===== src/rtl/gcdr_pkg.sv =====
// Shared types, codes and defaults for the grid cost distance relaxation block.
package gcdr_pkg;

    // Default sizes handed to the top-level parameters
    localparam int DEF_MAX_ROWS  = 128;
    localparam int DEF_MAX_COLS  = 128;
    localparam int DEF_COST_BITS = 16;
    localparam int DEF_DIST_BITS = 32;

    // Fixed field widths of the item formats
    localparam int ROW_W    = 7;
    localparam int COL_W    = 7;
    localparam int CCOST_W  = 16;
    localparam int MARGIN_W = 16;
    localparam int BOUND_W  = 8;
    localparam int OUT_W    = 32;

    // Register reset values
    localparam logic [MARGIN_W-1:0] RST_MARGIN = 16'd1;
    localparam logic [BOUND_W-1:0]  RST_ROWS   = 8'd128;
    localparam logic [BOUND_W-1:0]  RST_COLS   = 8'd128;

    // Register indexes (byte address is four times the index)
    localparam logic [2:0] REG_MARGIN    = 3'd0;
    localparam logic [2:0] REG_ROWS      = 3'd1;
    localparam logic [2:0] REG_COLS      = 3'd2;
    localparam logic [2:0] REG_START_ROW = 3'd3;
    localparam logic [2:0] REG_START_COL = 3'd4;

    // Neighbour slot codes within one cell visit
    localparam logic [2:0] SLOT_OWN   = 3'd0;
    localparam logic [2:0] SLOT_DOWN  = 3'd1;
    localparam logic [2:0] SLOT_UP    = 3'd2;
    localparam logic [2:0] SLOT_RIGHT = 3'd3;
    localparam logic [2:0] SLOT_LEFT  = 3'd4;

    typedef enum logic [1:0] {
        KIND_LOAD  = 2'd0,
        KIND_SOLVE = 2'd1,
        KIND_READ  = 2'd2
    } kind_t;

    typedef enum logic [1:0] {
        WSEL_INF  = 2'd0,
        WSEL_ZERO = 2'd1,
        WSEL_CAND = 2'd2
    } wsel_t;

    // Commands from the controller to the datapath
    typedef struct packed {
        logic  cost_we;
        logic  dist_we;
        wsel_t wsel;
        logic  clr_best;
        logic  cap_own;
        logic  cap_nb;
        logic  nb_use;
        logic  calc;
        logic  decide;
        logic  upd;
        logic  clr_total;
        logic  clr_sweep;
        logic  cap_read;
        logic  rd_inside;
        logic  out_load;
        logic  res_read;
    } cmd_t;

    // Status from the datapath to the controller
    typedef struct packed {
        logic sweep_changed;
        logic out_free;
    } sts_t;

endpackage


===== src/rtl/gcdr_ctrl.sv =====
// Controller: item handshake, store clearing, sweep sequencing and result hand-off.
module gcdr_ctrl #(
    parameter int MAX_ROWS = gcdr_pkg::DEF_MAX_ROWS,
    parameter int MAX_COLS = gcdr_pkg::DEF_MAX_COLS
) (
    input  logic                                 aclk,
    input  logic                                 aresetn,
    input  logic                                 s_valid,
    output logic                                 s_ready,
    input  logic [1:0]                           in_kind,
    input  logic [gcdr_pkg::ROW_W-1:0]           in_row,
    input  logic [gcdr_pkg::COL_W-1:0]           in_col,
    input  logic [gcdr_pkg::BOUND_W-1:0]         rows_in_use,
    input  logic [gcdr_pkg::BOUND_W-1:0]         cols_in_use,
    input  logic [gcdr_pkg::ROW_W-1:0]           start_row,
    input  logic [gcdr_pkg::COL_W-1:0]           start_col,
    output gcdr_pkg::cmd_t                       cmd,
    input  gcdr_pkg::sts_t                       sts,
    output logic [$clog2(MAX_ROWS*MAX_COLS)-1:0] cost_waddr,
    output logic [$clog2(MAX_ROWS*MAX_COLS)-1:0] dist_waddr,
    output logic [$clog2(MAX_ROWS*MAX_COLS)-1:0] rd_addr
);

    localparam int CELLS  = MAX_ROWS * MAX_COLS;
    localparam int ADDR_W = $clog2(CELLS);
    localparam int RW     = $clog2(MAX_ROWS);
    localparam int CW     = $clog2(MAX_COLS);
    localparam int NRW    = $clog2(MAX_ROWS + 1);
    localparam int NCW    = $clog2(MAX_COLS + 1);
    localparam logic [ADDR_W-1:0] STRIDE = ADDR_W'(MAX_COLS);
    localparam logic [ADDR_W-1:0] LAST   = ADDR_W'(CELLS - 1);

    typedef enum logic [11:0] {
        ST_IDLE      = 12'b0000_0000_0001,
        ST_CLEAR     = 12'b0000_0000_0010,
        ST_START     = 12'b0000_0000_0100,
        ST_ISSUE     = 12'b0000_0000_1000,
        ST_DRAIN     = 12'b0000_0001_0000,
        ST_CALC      = 12'b0000_0010_0000,
        ST_DECIDE    = 12'b0000_0100_0000,
        ST_WRITE     = 12'b0000_1000_0000,
        ST_SWEEP_END = 12'b0001_0000_0000,
        ST_RD_ISSUE  = 12'b0010_0000_0000,
        ST_RD_CAP    = 12'b0100_0000_0000,
        ST_RESULT    = 12'b1000_0000_0000
    } state_t;

    state_t            state_reg, state_next;
    logic [RW-1:0]     r_reg;
    logic [CW-1:0]     c_reg;
    logic [2:0]        slot_reg;
    logic [ADDR_W-1:0] clr_reg;
    logic [ADDR_W-1:0] in_idx_reg;
    logic              inside_reg, read_reg;
    logic              cap_own_reg, cap_nb_reg, nb_use_reg;

    logic [NRW-1:0]    nr;
    logic [NCW-1:0]    nc;
    logic [ADDR_W-1:0] cell_idx, in_idx, start_idx;
    logic              in_inside, start_ok, nb_use, last_col, last_cell;

    // Active bounds: zero acts as one, large values clip to the store size
    always_comb begin
        if (rows_in_use == '0) begin
            nr = NRW'(1);
        end else if (32'(rows_in_use) > MAX_ROWS) begin
            nr = NRW'(MAX_ROWS);
        end else begin
            nr = NRW'(rows_in_use);
        end
        if (cols_in_use == '0) begin
            nc = NCW'(1);
        end else if (32'(cols_in_use) > MAX_COLS) begin
            nc = NCW'(MAX_COLS);
        end else begin
            nc = NCW'(cols_in_use);
        end
    end

    // Cell indexes
    assign cell_idx  = ADDR_W'(r_reg) * STRIDE + ADDR_W'(c_reg);
    assign in_idx    = ADDR_W'(in_row) * STRIDE + ADDR_W'(in_col);
    assign start_idx = ADDR_W'(start_row) * STRIDE + ADDR_W'(start_col);
    assign in_inside = (32'(in_row) < MAX_ROWS) && (32'(in_col) < MAX_COLS);
    assign start_ok  = (32'(start_row) < 32'(nr)) && (32'(start_col) < 32'(nc));
    assign last_col  = (32'(c_reg) + 1 == 32'(nc));
    assign last_cell = last_col && (32'(r_reg) + 1 == 32'(nr));

    // Neighbour present for the current slot
    always_comb begin
        case (slot_reg)
            gcdr_pkg::SLOT_DOWN:  nb_use = (32'(r_reg) + 1 < 32'(nr));
            gcdr_pkg::SLOT_UP:    nb_use = (r_reg != '0);
            gcdr_pkg::SLOT_RIGHT: nb_use = (32'(c_reg) + 1 < 32'(nc));
            gcdr_pkg::SLOT_LEFT:  nb_use = (c_reg != '0);
            default:              nb_use = 1'b0;
        endcase
    end

    // Next state, commands and addresses
    always_comb begin
        state_next  = state_reg;
        cmd         = '0;
        cmd.wsel    = gcdr_pkg::WSEL_INF;
        cmd.cap_own = cap_own_reg;
        cmd.cap_nb  = cap_nb_reg;
        cmd.nb_use  = nb_use_reg;
        s_ready     = 1'b0;
        cost_waddr  = in_idx;
        dist_waddr  = cell_idx;
        rd_addr     = cell_idx;
        case (state_reg)
            ST_IDLE: begin
                s_ready = 1'b1;
                if (s_valid) begin
                    case (in_kind)
                        gcdr_pkg::KIND_LOAD:  cmd.cost_we = in_inside;
                        gcdr_pkg::KIND_SOLVE: begin
                            cmd.clr_total = 1'b1;
                            state_next    = ST_CLEAR;
                        end
                        gcdr_pkg::KIND_READ:  state_next = ST_RD_ISSUE;
                        default:              state_next = ST_IDLE;
                    endcase
                end
            end
            ST_CLEAR: begin
                cmd.dist_we = 1'b1;
                dist_waddr  = clr_reg;
                if (clr_reg == LAST) begin
                    state_next = ST_START;
                end
            end
            ST_START: begin
                cmd.dist_we   = start_ok;
                cmd.wsel      = gcdr_pkg::WSEL_ZERO;
                cmd.clr_sweep = 1'b1;
                dist_waddr    = start_idx;
                state_next    = ST_ISSUE;
            end
            ST_ISSUE: begin
                case (slot_reg)
                    gcdr_pkg::SLOT_DOWN:  rd_addr = cell_idx + STRIDE;
                    gcdr_pkg::SLOT_UP:    rd_addr = cell_idx - STRIDE;
                    gcdr_pkg::SLOT_RIGHT: rd_addr = cell_idx + 1'b1;
                    gcdr_pkg::SLOT_LEFT:  rd_addr = cell_idx - 1'b1;
                    default:              rd_addr = cell_idx;
                endcase
                cmd.clr_best = (slot_reg == gcdr_pkg::SLOT_OWN);
                if (slot_reg == gcdr_pkg::SLOT_LEFT) begin
                    state_next = ST_DRAIN;
                end
            end
            ST_DRAIN:  state_next = ST_CALC;
            ST_CALC: begin
                cmd.calc   = 1'b1;
                state_next = ST_DECIDE;
            end
            ST_DECIDE: begin
                cmd.decide = 1'b1;
                state_next = ST_WRITE;
            end
            ST_WRITE: begin
                cmd.upd    = 1'b1;
                cmd.wsel   = gcdr_pkg::WSEL_CAND;
                state_next = last_cell ? ST_SWEEP_END : ST_ISSUE;
            end
            ST_SWEEP_END: begin
                if (sts.sweep_changed) begin
                    cmd.clr_sweep = 1'b1;
                    state_next    = ST_ISSUE;
                end else begin
                    state_next = ST_RESULT;
                end
            end
            ST_RD_ISSUE: begin
                rd_addr    = in_idx_reg;
                state_next = ST_RD_CAP;
            end
            ST_RD_CAP: begin
                cmd.cap_read  = 1'b1;
                cmd.rd_inside = inside_reg;
                state_next    = ST_RESULT;
            end
            ST_RESULT: begin
                cmd.res_read = read_reg;
                if (sts.out_free) begin
                    cmd.out_load = 1'b1;
                    state_next   = ST_IDLE;
                end
            end
            default: state_next = ST_IDLE;
        endcase
    end

    // State register
    always_ff @(posedge aclk) begin
        if (!aresetn) begin
            state_reg   <= ST_IDLE;
            cap_own_reg <= 1'b0;
            cap_nb_reg  <= 1'b0;
        end else begin
            state_reg   <= state_next;
            cap_own_reg <= (state_reg == ST_ISSUE) && (slot_reg == gcdr_pkg::SLOT_OWN);
            cap_nb_reg  <= (state_reg == ST_ISSUE) && (slot_reg != gcdr_pkg::SLOT_OWN);
        end
    end

    // Counters and captured item fields
    always_ff @(posedge aclk) begin
        nb_use_reg <= nb_use;
        if (state_reg == ST_IDLE && s_valid) begin
            in_idx_reg <= in_idx;
            inside_reg <= in_inside;
            read_reg   <= (in_kind == gcdr_pkg::KIND_READ);
            clr_reg    <= '0;
        end else if (state_reg == ST_CLEAR) begin
            clr_reg <= clr_reg + 1'b1;
        end
        if (state_reg == ST_ISSUE) begin
            slot_reg <= (slot_reg == gcdr_pkg::SLOT_LEFT) ? gcdr_pkg::SLOT_OWN
                                                          : slot_reg + 1'b1;
        end else if (state_reg == ST_START) begin
            slot_reg <= gcdr_pkg::SLOT_OWN;
        end
        if (state_reg == ST_START || state_reg == ST_SWEEP_END) begin
            r_reg <= '0;
            c_reg <= '0;
        end else if (state_reg == ST_WRITE && !last_cell) begin
            if (last_col) begin
                c_reg <= '0;
                r_reg <= r_reg + 1'b1;
            end else begin
                c_reg <= c_reg + 1'b1;
            end
        end
    end

    // Items are taken only when the block is idle
    a_ready_idle: assert property (@(posedge aclk) disable iff (!aresetn)
        s_ready |-> (state_reg == ST_IDLE))
        else $error("input taken outside idle");

    // Cost store is written only by an accepted load item
    a_cost_we: assert property (@(posedge aclk) disable iff (!aresetn)
        cmd.cost_we |-> (s_valid && state_reg == ST_IDLE))
        else $error("cost write without load item");

    // A result loaded into the output register returns the block to idle
    a_result_done: assert property (@(posedge aclk) disable iff (!aresetn)
        cmd.out_load |=> (state_reg == ST_IDLE))
        else $error("result hand-off did not finish the item");

    // A cell visit reads all five slots before deciding
    a_visit_order: assert property (@(posedge aclk) disable iff (!aresetn)
        (state_reg == ST_DRAIN) |-> ($past(state_reg) == ST_ISSUE && cap_nb_reg))
        else $error("cell visit cut short");

endmodule


===== config.mk =====
export PLATFORM = sky130hd
export DESIGN_NAME = gcdr_ctrl
export DESIGN_NICKNAME = d
export VERILOG_FILES = /design/src/rtl/gcdr_pkg.sv /design/src/rtl/gcdr_ctrl.sv
export SDC_FILE = /design/constraint.sdc
export NUM_CORES = 1
export LEC_CHECK = 0
export BUFFER_PORTS_ARGS = -buffer_cell sky130_fd_sc_hd__buf_2
export CAP_MARGIN = 0
export CORE_MARGIN = 8
export CORE_UTILIZATION = 50
export CTS_CLUSTER_SIZE = 28
export DETAILED_ROUTE_END_ITERATION = 8
export PLACE_DENSITY = 0.77
export SYNTH_ARGS = -nofsm -noshare
export SYNTH_HDL_FRONTEND = slang
export SYNTH_SLANG_ARGS = --single-unit
export TNS_END_PERCENT = 1

===== constraint.sdc =====
create_clock -name aclk -period 3.3 [get_ports aclk]
set_input_delay 0.66 -clock aclk [delete_from_list [all_inputs] [get_ports aclk]]
set_output_delay 0.66 -clock aclk [all_outputs]
set_load 0.02 [all_outputs]

# [Word level (Yosys, flattened, before mapping)]
# Index checks and enable logic that the tools add are counted.
[classes] magnitude_cmp=6 muxes=38 n_eq_ne=26 add_sub_neg=13 reduce_logical=18
[ops] op="12-bit one-hot mux with 12 select lines" n=1
[ops] op="32-bit by 8-bit == test with 1-bit output" n=2
[ops] op="12-bit 2-to-1 mux" n=5
[ops] op="14-bit one-hot mux with 2 select lines" n=2
[ops] op="14-bit one-hot mux with 4 select lines" n=1
[ops] op="14-bit by 7-bit adder with 14-bit output" n=3
[ops] op="12-bit one-hot mux with 3 select lines" n=1
[ops] op="8-bit 2-to-1 mux" n=4
[ops] op="14-bit by 1-bit adder with 14-bit output (second input constant)" n=2
[ops] op="7-bit by 1-bit adder with 8-bit output (second input constant)" n=2
[ops] op="8-bit greater-than comparator (second input constant)" n=2
[ops] op="8-bit zero test" n=2
[ops] op="7-bit by 8-bit < comparator with 1-bit output" n=2
[ops] op="8-bit < comparator" n=2
[ops] op="14-bit by 8-bit adder with 14-bit output (second input constant)" n=1
[ops] op="7-bit by 1-bit adder with 7-bit output (second input constant)" n=2
[ops] op="14-bit == test (second input constant)" n=1
[ops] op="7-bit nonzero test" n=2
[ops] op="14-bit by 1-bit subtractor with 14-bit output (second input constant)" n=1
[ops] op="14-bit by 8-bit subtractor with 14-bit output (second input constant)" n=1
[ops] op="1-bit 2-to-1 mux" n=13
[ops] op="12-bit by 1-bit == test with 1-bit output (second input constant)" n=1
[ops] op="12-bit by 10-bit == test with 1-bit output (second input constant)" n=1
[ops] op="12-bit by 11-bit == test with 1-bit output (second input constant)" n=1
[ops] op="other kinds (32)" n=46
[totals] output_inout_bits=60 inputBits=51 elab_cells=111 regBits=61

# [Logic depth before layout (Yosys ltp)]
# Gate-level depths: netlist of run 1.
[logic_depth] ltp_word=8 mapped_depth=15 depth_no_buf=11

# [Worst setup path after synthesis of run 1]
# Ideal clock, no wire load.
[synth_timing] path_type="reg2out" startpoint="reg slot_reg[0]" endpoint="out rd_addr[10]" t_arrival_ps=3016 required_time_ps=2640 stages_incl_launch_ff=14 slack_ps=-376 cell_sequence="edfxtp_1 -> inv_1 -> ha_1 -> and2_1 -> buf_2 -> buf_1 -> xnor2_1 -> ha_1 -> nor3_2 -> nand2_1 -> or4_1 -> a31o_2 -> a2111oi_0 -> nor3_1"
[synth_between] elab_chain_cells=3 word_cells_on_any_way=6
[synth_lines] item="start, declared" line="gcdr_ctrl.sv:51" source="logic [2:0] slot_reg;"
[synth_lines] item="start signal, assigned" line="gcdr_ctrl.sv:221" source="slot_reg <= (slot_reg == gcdr_pkg::SLOT_LEFT) ? gcdr_pkg::SLOT_OWN"
[synth_lines] item="start signal, assigned" line="gcdr_ctrl.sv:224" source="slot_reg <= gcdr_pkg::SLOT_OWN;"
[synth_lines] item="3-bit == test (tied with other cells)" line="gcdr_ctrl.sv:142" source="case (slot_reg)"
[synth_lines] item="14-bit one-hot mux with 4 select lines (*)" line="gcdr_ctrl.sv:142"
[synth_lines] item="14-bit one-hot mux with 2 select lines (*)" line="gcdr_ctrl.sv:112" source="case (state_reg)"
[synth_lines] item="end, declared" line="gcdr_ctrl.sv:21" source="output logic [$clog2(MAX_ROWS*MAX_COLS)-1:0] rd_addr"
# Every way passes the cells marked *; elsewhere a longest branch is shown, timed or not.

# [Final worst setup path of run 1]
[layout_timing] startpoint="reg slot_reg[1]" endpoint="out rd_addr[10]"
# Same word-level chain as after synthesis.

==> tab_implementation.tex, run 1 <==
\begin{tabular}{lr}
\hline
Metric & Value \\
\hline
\multicolumn{2}{l}{\textbf{Clock network}} \\
H-tree Lvls & 3 \\
Worst-skew pair later-pin latency & 0.36 ns \\
Master cell of the clock root buffer & sky130\_fd\_sc\_hd\_\_clkbuf\_8 \\
Clk buf depth & 2 \\
Num CTS Buffers & 9 \\
CTS tree & yes \\
Number of hold buffers added after CTS & 0 \\
Clock tree sinks & 61 \\
Clock transition at the registers of the reported paths & 0.08 ns \\
\multicolumn{2}{l}{\textbf{Timing}} \\
Number of endpoints with negative hold slack in the final report & 0 \\
Setup ws final & -0.381 ns \\
Post-Route Skew & 0.0153 ns \\
RSZ-0062 raised after global routing & true \\
Setup TNS after final layout & -1.05 ns \\
Setup violators final & 6 \\
Upper clock frequency limit & 0.272 GHz \\
Final period utilization & 112\% \\
Final slew viol count & 0 \\
Min cycle time layout & 3.68 ns \\
Transition time at the pin with the least slew margin & 0.582 ns \\
Worst relative slew slack & 60.6\% \\
\multicolumn{2}{l}{\textbf{Yosys}} \\
Total of warnings raised by yosys & 0 \\
Synthesized Nets & 768 \\
Syn Std Cell Area & 0.00530 mm\^{}2 \\
Number of flops mapped to enable cells by yosys & 18 \\
Dominant register cell in the synthesized netlist & sky130\_fd\_sc\_hd\_\_dfxtp\_1 \\
Share of flip-flops with an asynchronous set or reset after synthesis & 0\% \\
Synthesized area per cell & 7.87 um\^{}2 \\
Count of different cell masters after synthesis & 74 \\
Register area share after synthesis & 26.5\% \\
Seq cells post-synth & 61 \\
Synthesized instance count & 673 \\
\multicolumn{2}{l}{\textbf{Setup path}} \\
Crit start category & register \\
Critical path class & register to output pin \\
Kind of cell adding the most delay to the critical path & simple AND/OR/NAND/NOR gates \\
CP most frequent cell & sky130\_fd\_sc\_hd\_\_nor3\_4 \\
Crit path buffers/inverters & 2 \\
Required time reported for the critical path endpoint & 2.64 ns \\
Nature of the critical path endpoint & output pin \\
Slowest cell delay on critical path & 0.53 ns \\
Critical-path top delay cell & sky130\_fd\_sc\_hd\_\_or4\_4 \\
Worst-path maximum fanout & 2 \\
Cell Chain, Critical Path & inv\_2 -> ha\_4 -> and2\_4 -> xnor2\_2 -> ha\_2 -> nor3\_4 -> nand2\_2 -> or4\_4 -> a31o\_4 -> a2111oi\_4 -> nor3\_4 -> buf\_6 \\
Data arrival time of the critical path & 3.02 ns \\
\multicolumn{2}{l}{\textbf{Placement}} \\
Placed Instances & 900 \\
Gpl congestion & 0.971 \\
Number of buffers added on ports & 110 \\
HPWL after DPL & 13.6 mm \\
\multicolumn{2}{l}{\textbf{Route}} \\
Final Routed Wirelength & 17.2 mm \\
Via count & 5671 \\
Detail-routed via count per cell & 6.12 \\
DR pass1 iterations & 7 \\
Remaining design rule violation count & 0 \\
Detailed Route Iter0 Violations & 661 \\
Drt wl/cell & 18.6 um \\
ANT nets after route & 0 \\
\multicolumn{2}{l}{\textbf{Final layout}} \\
Share of final-layout standard cells stronger than drive strength 1 & 28.1\% \\
Area growth, synth to finish & 21.4\% \\
Commonest non-fill, non-tap cells in the layout & sky130\_fd\_sc\_hd\_\_buf\_2, sky130\_fd\_sc\_hd\_\_nand2\_1, sky130\_fd\_sc\_hd\_\_nor2\_1 \\
Leading cell type in the layout, fill and taps excluded & sky130\_fd\_sc\_hd\_\_buf\_2 \\
Final non-filler cell total & 926 \\
Final Net Count & 880 \\
Number of antenna cells inserted & 0 \\
\multicolumn{2}{l}{\textbf{Floorplan}} \\
Die Y & 119 um \\
Effective utilization at floorplan & 51.3\% \\
Area of the core & 0.0103 mm\^{}2 \\
Top Ports & 111 \\
Overall die area & 0.0141 mm\^{}2 \\
Die boundary width & 119 um \\
Row count & 37 \\
\multicolumn{2}{l}{\textbf{Power and ir drop}} \\
Power density over the cells & 264 mW/mm\^{}2 \\
Total leakage power & 2.85 nW \\
Worst IR drop on VDD & 0.236 mV \\
\multicolumn{2}{l}{\textbf{Global routing}} \\
Largest net degree at the start of global routing & 21 \\
GRT Resource Usage Total & 23.6\% \\
Initial antenna violation count & 0 \\
Global-route wire length before repair & 27.5 mm \\
Number of global-route vias before repair & 5560 \\
Gr ovfl total & 0 \\
\multicolumn{2}{l}{\textbf{Flow run}} \\
Max Cap Violations & 0 \\
\multicolumn{2}{l}{\textbf{Status}} \\
Failing checks & negative setup slack \\
Status & complete, but fails checks \\
\multicolumn{2}{l}{\textbf{Min path}} \\
Hold Crit Class & input pin to register \\
\hline
\end{tabular}
per-layer routing:
layer / global-route usage [%] / share of wire, % / vias up
li1: - / - / 2656
met1: 29.0 / 42 / 2700
met2: 40.0 / 48 / 281
met3: 4.35 / 7.4 / 34
met4: 9.72 / 2.3 / 0
met5: 0 / 0 / -
worst register-to-register path: stages, from the launching register on:
cell                       delay, ns
sky130_fd_sc_hd__dfxtp_1        0.47
sky130_fd_sc_hd__buf_4          0.19
sky130_fd_sc_hd__ha_1           0.23
sky130_fd_sc_hd__nand2_1        0.12
sky130_fd_sc_hd__o21ai_0        0.23
sky130_fd_sc_hd__nand2_1        0.09
sky130_fd_sc_hd__ha_1           0.30
sky130_fd_sc_hd__nand4_1        0.11
sky130_fd_sc_hd__or2_2          0.41
sky130_fd_sc_hd__nor3_1         0.34
sky130_fd_sc_hd__nand2b_2       0.31
sky130_fd_sc_hd__o21ai_0        0.12
sky130_fd_sc_hd__a21oi_1        0.14
report_power, final:
part	switching (W)	total, W	internal (W)
Sequential	0.0000119	0.000802	0.000790
Combinational	0.000128	0.000216	0.0000880
Clock	0.000331	0.000678	0.000348
path summary, 6_finish.rpt:
path,cells past startpoint,start,to,slack [ns]
setup reg to reg,12,c_reg[1],c_reg[2],0.19
setup / recovery,12,slot_reg[1],rd_addr[10],-0.38
hold reg to reg,2,clr_reg[1],clr_reg[1],0.50
hold / removal,1,in_row[4],in_idx_reg[11],0.48
stage by stage:
step | worst slack (ns) | util (%) | total power, W | area, um^2 | hold WS, ns
after global placement | 0.107 | 58.8 | 0.00102 | 6070 | 0.482
after CTS | -0.356 | 61.8 | 0.00171 | 6380 | 0.469
after floorplan | -0.0718 | - | 0.000947 | 5390 | 0.457
final | -0.381 | 62.3 | 0.00170 | 6430 | 0.478
after detailed placement | 0.00489 | 58.8 | 0.00103 | 6070 | 0.491
after global routing | -0.483 | 62.3 | 0.00176 | 6430 | 0.463
logic make-up (layout without fill, tap and decap cells):
| family | count (synthesis) | in the layout | synth area share [%] |
|---|---|---|---|
| AND/OR/NAND/NOR | 312 | 312 | 31.3 |
| AO/OA/AOI/OAI | 141 | 141 | 18.1 |
| buffers and inverters | 77 | 194 | 7.37 |
| flip-flops | 61 | 61 | 26.5 |
| adder cells (fa/ha/maj) | 44 | 44 | 10.4 |
| XOR/XNOR | 33 | 33 | 5.46 |
| multiplexers | 5 | 5 | 0.969 |
cells in the mapped netlist (all sizes together) (18+ instances only):
| library cell | instances | share of area [%] |
|---|---|---|
| nor2 | 61 | 4.3 |
| nand2 | 91 | 6.5 |
| o21ai | 33 | 3.1 |
| a21oi | 23 | 2.2 |
| a22oi | 23 | 3.3 |
| nor3 | 25 | 2.8 |
| buf | 42 | 4.9 |
| xor2 | 18 | 3.0 |
| ha | 44 | 10 |
| nand3 | 23 | 2.2 |
| dfxtp | 43 | 16 |
| edfxtp | 18 | 10 |
repair_timing:
action | in CTS | in global routing
pin swaps | 7 | 1
resized for setup | 13 | 13
setup buffers | 9 | 1
setup endpoints to repair | 10 | 32
cell type report:
cell class                      instances  area, um^2
Clock buffer                           10         128
Clock inverter                          6        62.6
Fill cell                             916        3900
Inverter                               18        67.6
Multi-Input combinational cell        535        3650
Sequential cell                        61        1400
Tap cell                              136         170
Timing Repair Buffer                  160         942
Power figures use the tool's default switching activity.
==> run 2: changes to the inputs <==
--- a/config.mk
+++ b/config.mk
@@ -12,6 +12,7 @@
 export CTS_CLUSTER_SIZE = 28
 export DETAILED_ROUTE_END_ITERATION = 8
 export PLACE_DENSITY = 0.77
+export RECOVER_POWER = 25
 export SYNTH_ARGS = -nofsm -noshare
 export SYNTH_HDL_FRONTEND = slang
 export SYNTH_SLANG_ARGS = --single-unit
==> tab_implementation.tex, run 2 (synthesized netlist as in run 1, its figures left out) <==
\begin{tabular}{lr}
\hline
Metric & Value \\
\hline
\multicolumn{2}{l}{\textbf{Clock network}} \\
H-tree Lvls & 3 (unchanged) \\
Clock transition at the registers of the reported paths & 0.08 ns (about the same) \\
Worst-skew pair later-pin latency & 0.36 ns (about the same) \\
Clk buf depth & 2 (unchanged) \\
Master cell of the clock root buffer & sky130\_fd\_sc\_hd\_\_clkbuf\_8 \\
CTS tree & yes \\
Clock tree sinks & 61 (unchanged) \\
Num CTS Buffers & 9 (unchanged) \\
\multicolumn{2}{l}{\textbf{Floorplan}} \\
Effective utilization at floorplan & 51.3\% (unchanged) \\
Row count & 37 (unchanged) \\
Die Y & 119 um (unchanged) \\
Die boundary width & 119 um (unchanged) \\
Top Ports & 111 (unchanged) \\
Overall die area & 0.0141 mm\^{}2 (unchanged) \\
Area of the core & 0.0103 mm\^{}2 (unchanged) \\
\multicolumn{2}{l}{\textbf{Timing}} \\
Final period utilization & 112\% (+0.12 points) \\
Transition time at the pin with the least slew margin & 0.583 ns (+0.000150 ns) \\
RSZ-0062 raised after global routing & true \\
Worst relative slew slack & 60.6\% (about the same) \\
Upper clock frequency limit & 0.271 GHz (-0.11\%) \\
Final slew viol count & 0 (unchanged) \\
Setup violators final & 6 (unchanged) \\
Min cycle time layout & 3.68 ns (+0.00395 ns) \\
Setup ws final & -0.385 ns (-0.00395 ns) \\
Number of endpoints with negative hold slack in the final report & 0 (unchanged) \\
Post-Route Skew & 0.0148 ns (-0.000480 ns) \\
\multicolumn{2}{l}{\textbf{Global routing}} \\
Gr ovfl total & 0 (unchanged) \\
Initial antenna violation count & 0 (unchanged) \\
Global-route wire length before repair & 27.5 mm (unchanged) \\
GRT Resource Usage Total & 23.6\% (unchanged) \\
Number of global-route vias before repair & 5560 (unchanged) \\
Largest net degree at the start of global routing & 21 (unchanged) \\
\multicolumn{2}{l}{\textbf{Final layout}} \\
Number of antenna cells inserted & 0 (unchanged) \\
Share of final-layout standard cells stronger than drive strength 1 & 25.6\% (-2.5 points) \\
Final Net Count & 880 (unchanged) \\
Area growth, synth to finish & 20.9\% \\
Commonest non-fill, non-tap cells in the layout & sky130\_fd\_sc\_hd\_\_nand2\_1, sky130\_fd\_sc\_hd\_\_buf\_2, sky130\_fd\_sc\_hd\_\_nor2\_1 \\
Summed area of non-filler cells in the final layout & 0.00640 mm\^{}2 (-0.39\%) \\
\multicolumn{2}{l}{\textbf{Placement}} \\
HPWL after DPL & 13.6 mm (unchanged) \\
Number of buffers added on ports & 110 (unchanged) \\
Area of placed instances & 0.00607 mm\^{}2 (unchanged) \\
Gpl congestion & 0.971 (unchanged) \\
\multicolumn{2}{l}{\textbf{Route}} \\
Remaining design rule violation count & 0 (unchanged) \\
DR pass1 iterations & 5 (-2) \\
ANT nets after route & 0 (unchanged) \\
Via count & 5687 (+0.28\%) \\
Final Routed Wirelength & 17.2 mm (about the same) \\
Detail-routed via count per cell & 6.14 (+0.28\%) \\
Drt wl/cell & 18.6 um (about the same) \\
Detailed Route Iter0 Violations & 623 (-5.7\%) \\
\multicolumn{2}{l}{\textbf{Flow run}} \\
Max Cap Violations & 0 (unchanged) \\
\multicolumn{2}{l}{\textbf{Power and ir drop}} \\
Sequential fraction of design power & 47.3\% (about the same) \\
Power density over the cells & 265 mW/mm\^{}2 (+0.43\%) \\
Switching power total & 0.000474 W (+0.77\%) \\
Worst IR drop on VDD & 0.233 mV (-1.3\%) \\
Total leakage power & 2.79 nW (-2.1\%) \\
Switching part of the total & 27.9\% (+0.20 points) \\
PnR Total Power & 0.00170 W (about the same) \\
Internal portion of total power & 0.00122 W (-0.23\%) \\
Proportion of power drawn by combinational gates & 12.5\% (-0.2 points) \\
Fraction of power consumed by the clock network & 40.2\% (+0.2 points) \\
\multicolumn{2}{l}{\textbf{Setup path}} \\
Critical path class & register to output pin \\
Worst-path maximum fanout & 2 (unchanged) \\
Cell Chain, Critical Path & inv\_2 -> ha\_4 -> and2\_4 -> xnor2\_2 -> ha\_2 -> nor3\_4 -> nand2\_2 -> or4\_4 -> a31o\_4 -> a2111oi\_4 -> nor3\_4 -> buf\_6 \\
Crit start category & register \\
Crit path buffers/inverters & 2 (unchanged) \\
Required time reported for the critical path endpoint & 2.64 ns (about the same) \\
Data arrival time of the critical path & 3.02 ns (about the same) \\
CP most frequent cell & sky130\_fd\_sc\_hd\_\_nor3\_4 \\
Slowest cell delay on critical path & 0.53 ns (about the same) \\
Nature of the critical path endpoint & output pin \\
Critical-path top delay cell & sky130\_fd\_sc\_hd\_\_or4\_4 \\
Kind of cell adding the most delay to the critical path & simple AND/OR/NAND/NOR gates \\
\multicolumn{2}{l}{\textbf{Min path}} \\
Hold Crit Class & input pin to register \\
\multicolumn{2}{l}{\textbf{Status}} \\
Status & complete, but fails checks \\
Failing checks & negative setup slack \\
\hline
\end{tabular}
run 2: area by class of cell:
| cell class | count | area, um^2 |
|---|---|---|
| tap | 136 | 170 |
| clock inverter | 6 | 62.6 |
| timing repair buffer | 160 | 917 |
| multi-input combinational | 535 | 3650 |
| fill | 925 | 3920 |
| inverter | 18 | 67.6 |
| sequential | 61 | 1400 |
| clock buffer | 10 | 128 |
run 2: metal layers:
| layer | track usage (%) | vias to the layer above | wire length (um) |
|---|---|---|---|
| li1 | - | 2663 | - |
| met1 | 29.0 | 2709 | 7200 |
| met2 | 40.0 | 273 | 8280 |
| met3 | 4.35 | 42 | 1280 |
| met4 | 9.72 | 0 | 453 |
| met5 | 0 | - | 0 |
run 2: final timing paths:
kind          startpoint        endpoint  slack, ns  depth (start not counted)
max reg2reg     c_reg[1]        c_reg[2]       0.23                         12
min            in_row[4]  in_idx_reg[11]       0.48                          1
max          slot_reg[1]     rd_addr[10]      -0.38                         12
min reg2reg   clr_reg[1]      clr_reg[1]       0.50                          2
run 2: power by group through the flow:
stage	logic [W]	registers, W	clock network, W
2_1_floorplan	0.000133	0.000814	0
5_1_grt	0.000234	0.000803	0.000724
3_5_place_dp	0.000212	0.000819	0
4_1_cts	0.000214	0.000802	0.000694
6_report	0.000213	0.000802	0.000682
3_3_place_gp	0.000204	0.000819	0
run 2: worst reg2reg max path: cells and delay by family, from the launching register on:
family                   cells  cell delay (ns)
AND/OR/NAND/NOR              7             1.72
adder cells (fa/ha/maj)      2             0.38
buffers and inverters        1             0.19
flip-flops                   1             0.47
AO/OA/AOI/OAI                2             0.24
run 2: repair_timing:
| action | 4_1_cts | 5_1_grt |
|---|---|---|
| resized for setup | 13 | 13 |
| pin swaps | 7 | 1 |
| hold buffers | 0 | 0 |
| setup buffers | 9 | 1 |
| setup endpoints to repair | 10 | 32 |
run 2: metrics by stage:
stage / TNS (ns) / hold slack (ns) / setup WS [ns] / std cells / utilization [%]
finish: -1.04 / 0.480 / -0.385 / 926 / 62.0
global route: -2.17 / 0.467 / -0.483 / 926 / 62.0
CTS: -0.665 / 0.469 / -0.356 / 925 / 61.8
detailed placement: 0 / 0.491 / 0.00489 / 900 / 58.8
global placement: 0 / 0.482 / 0.107 / 900 / 58.8
floorplan: -0.0718 / 0.457 / -0.0718 / 673 / -
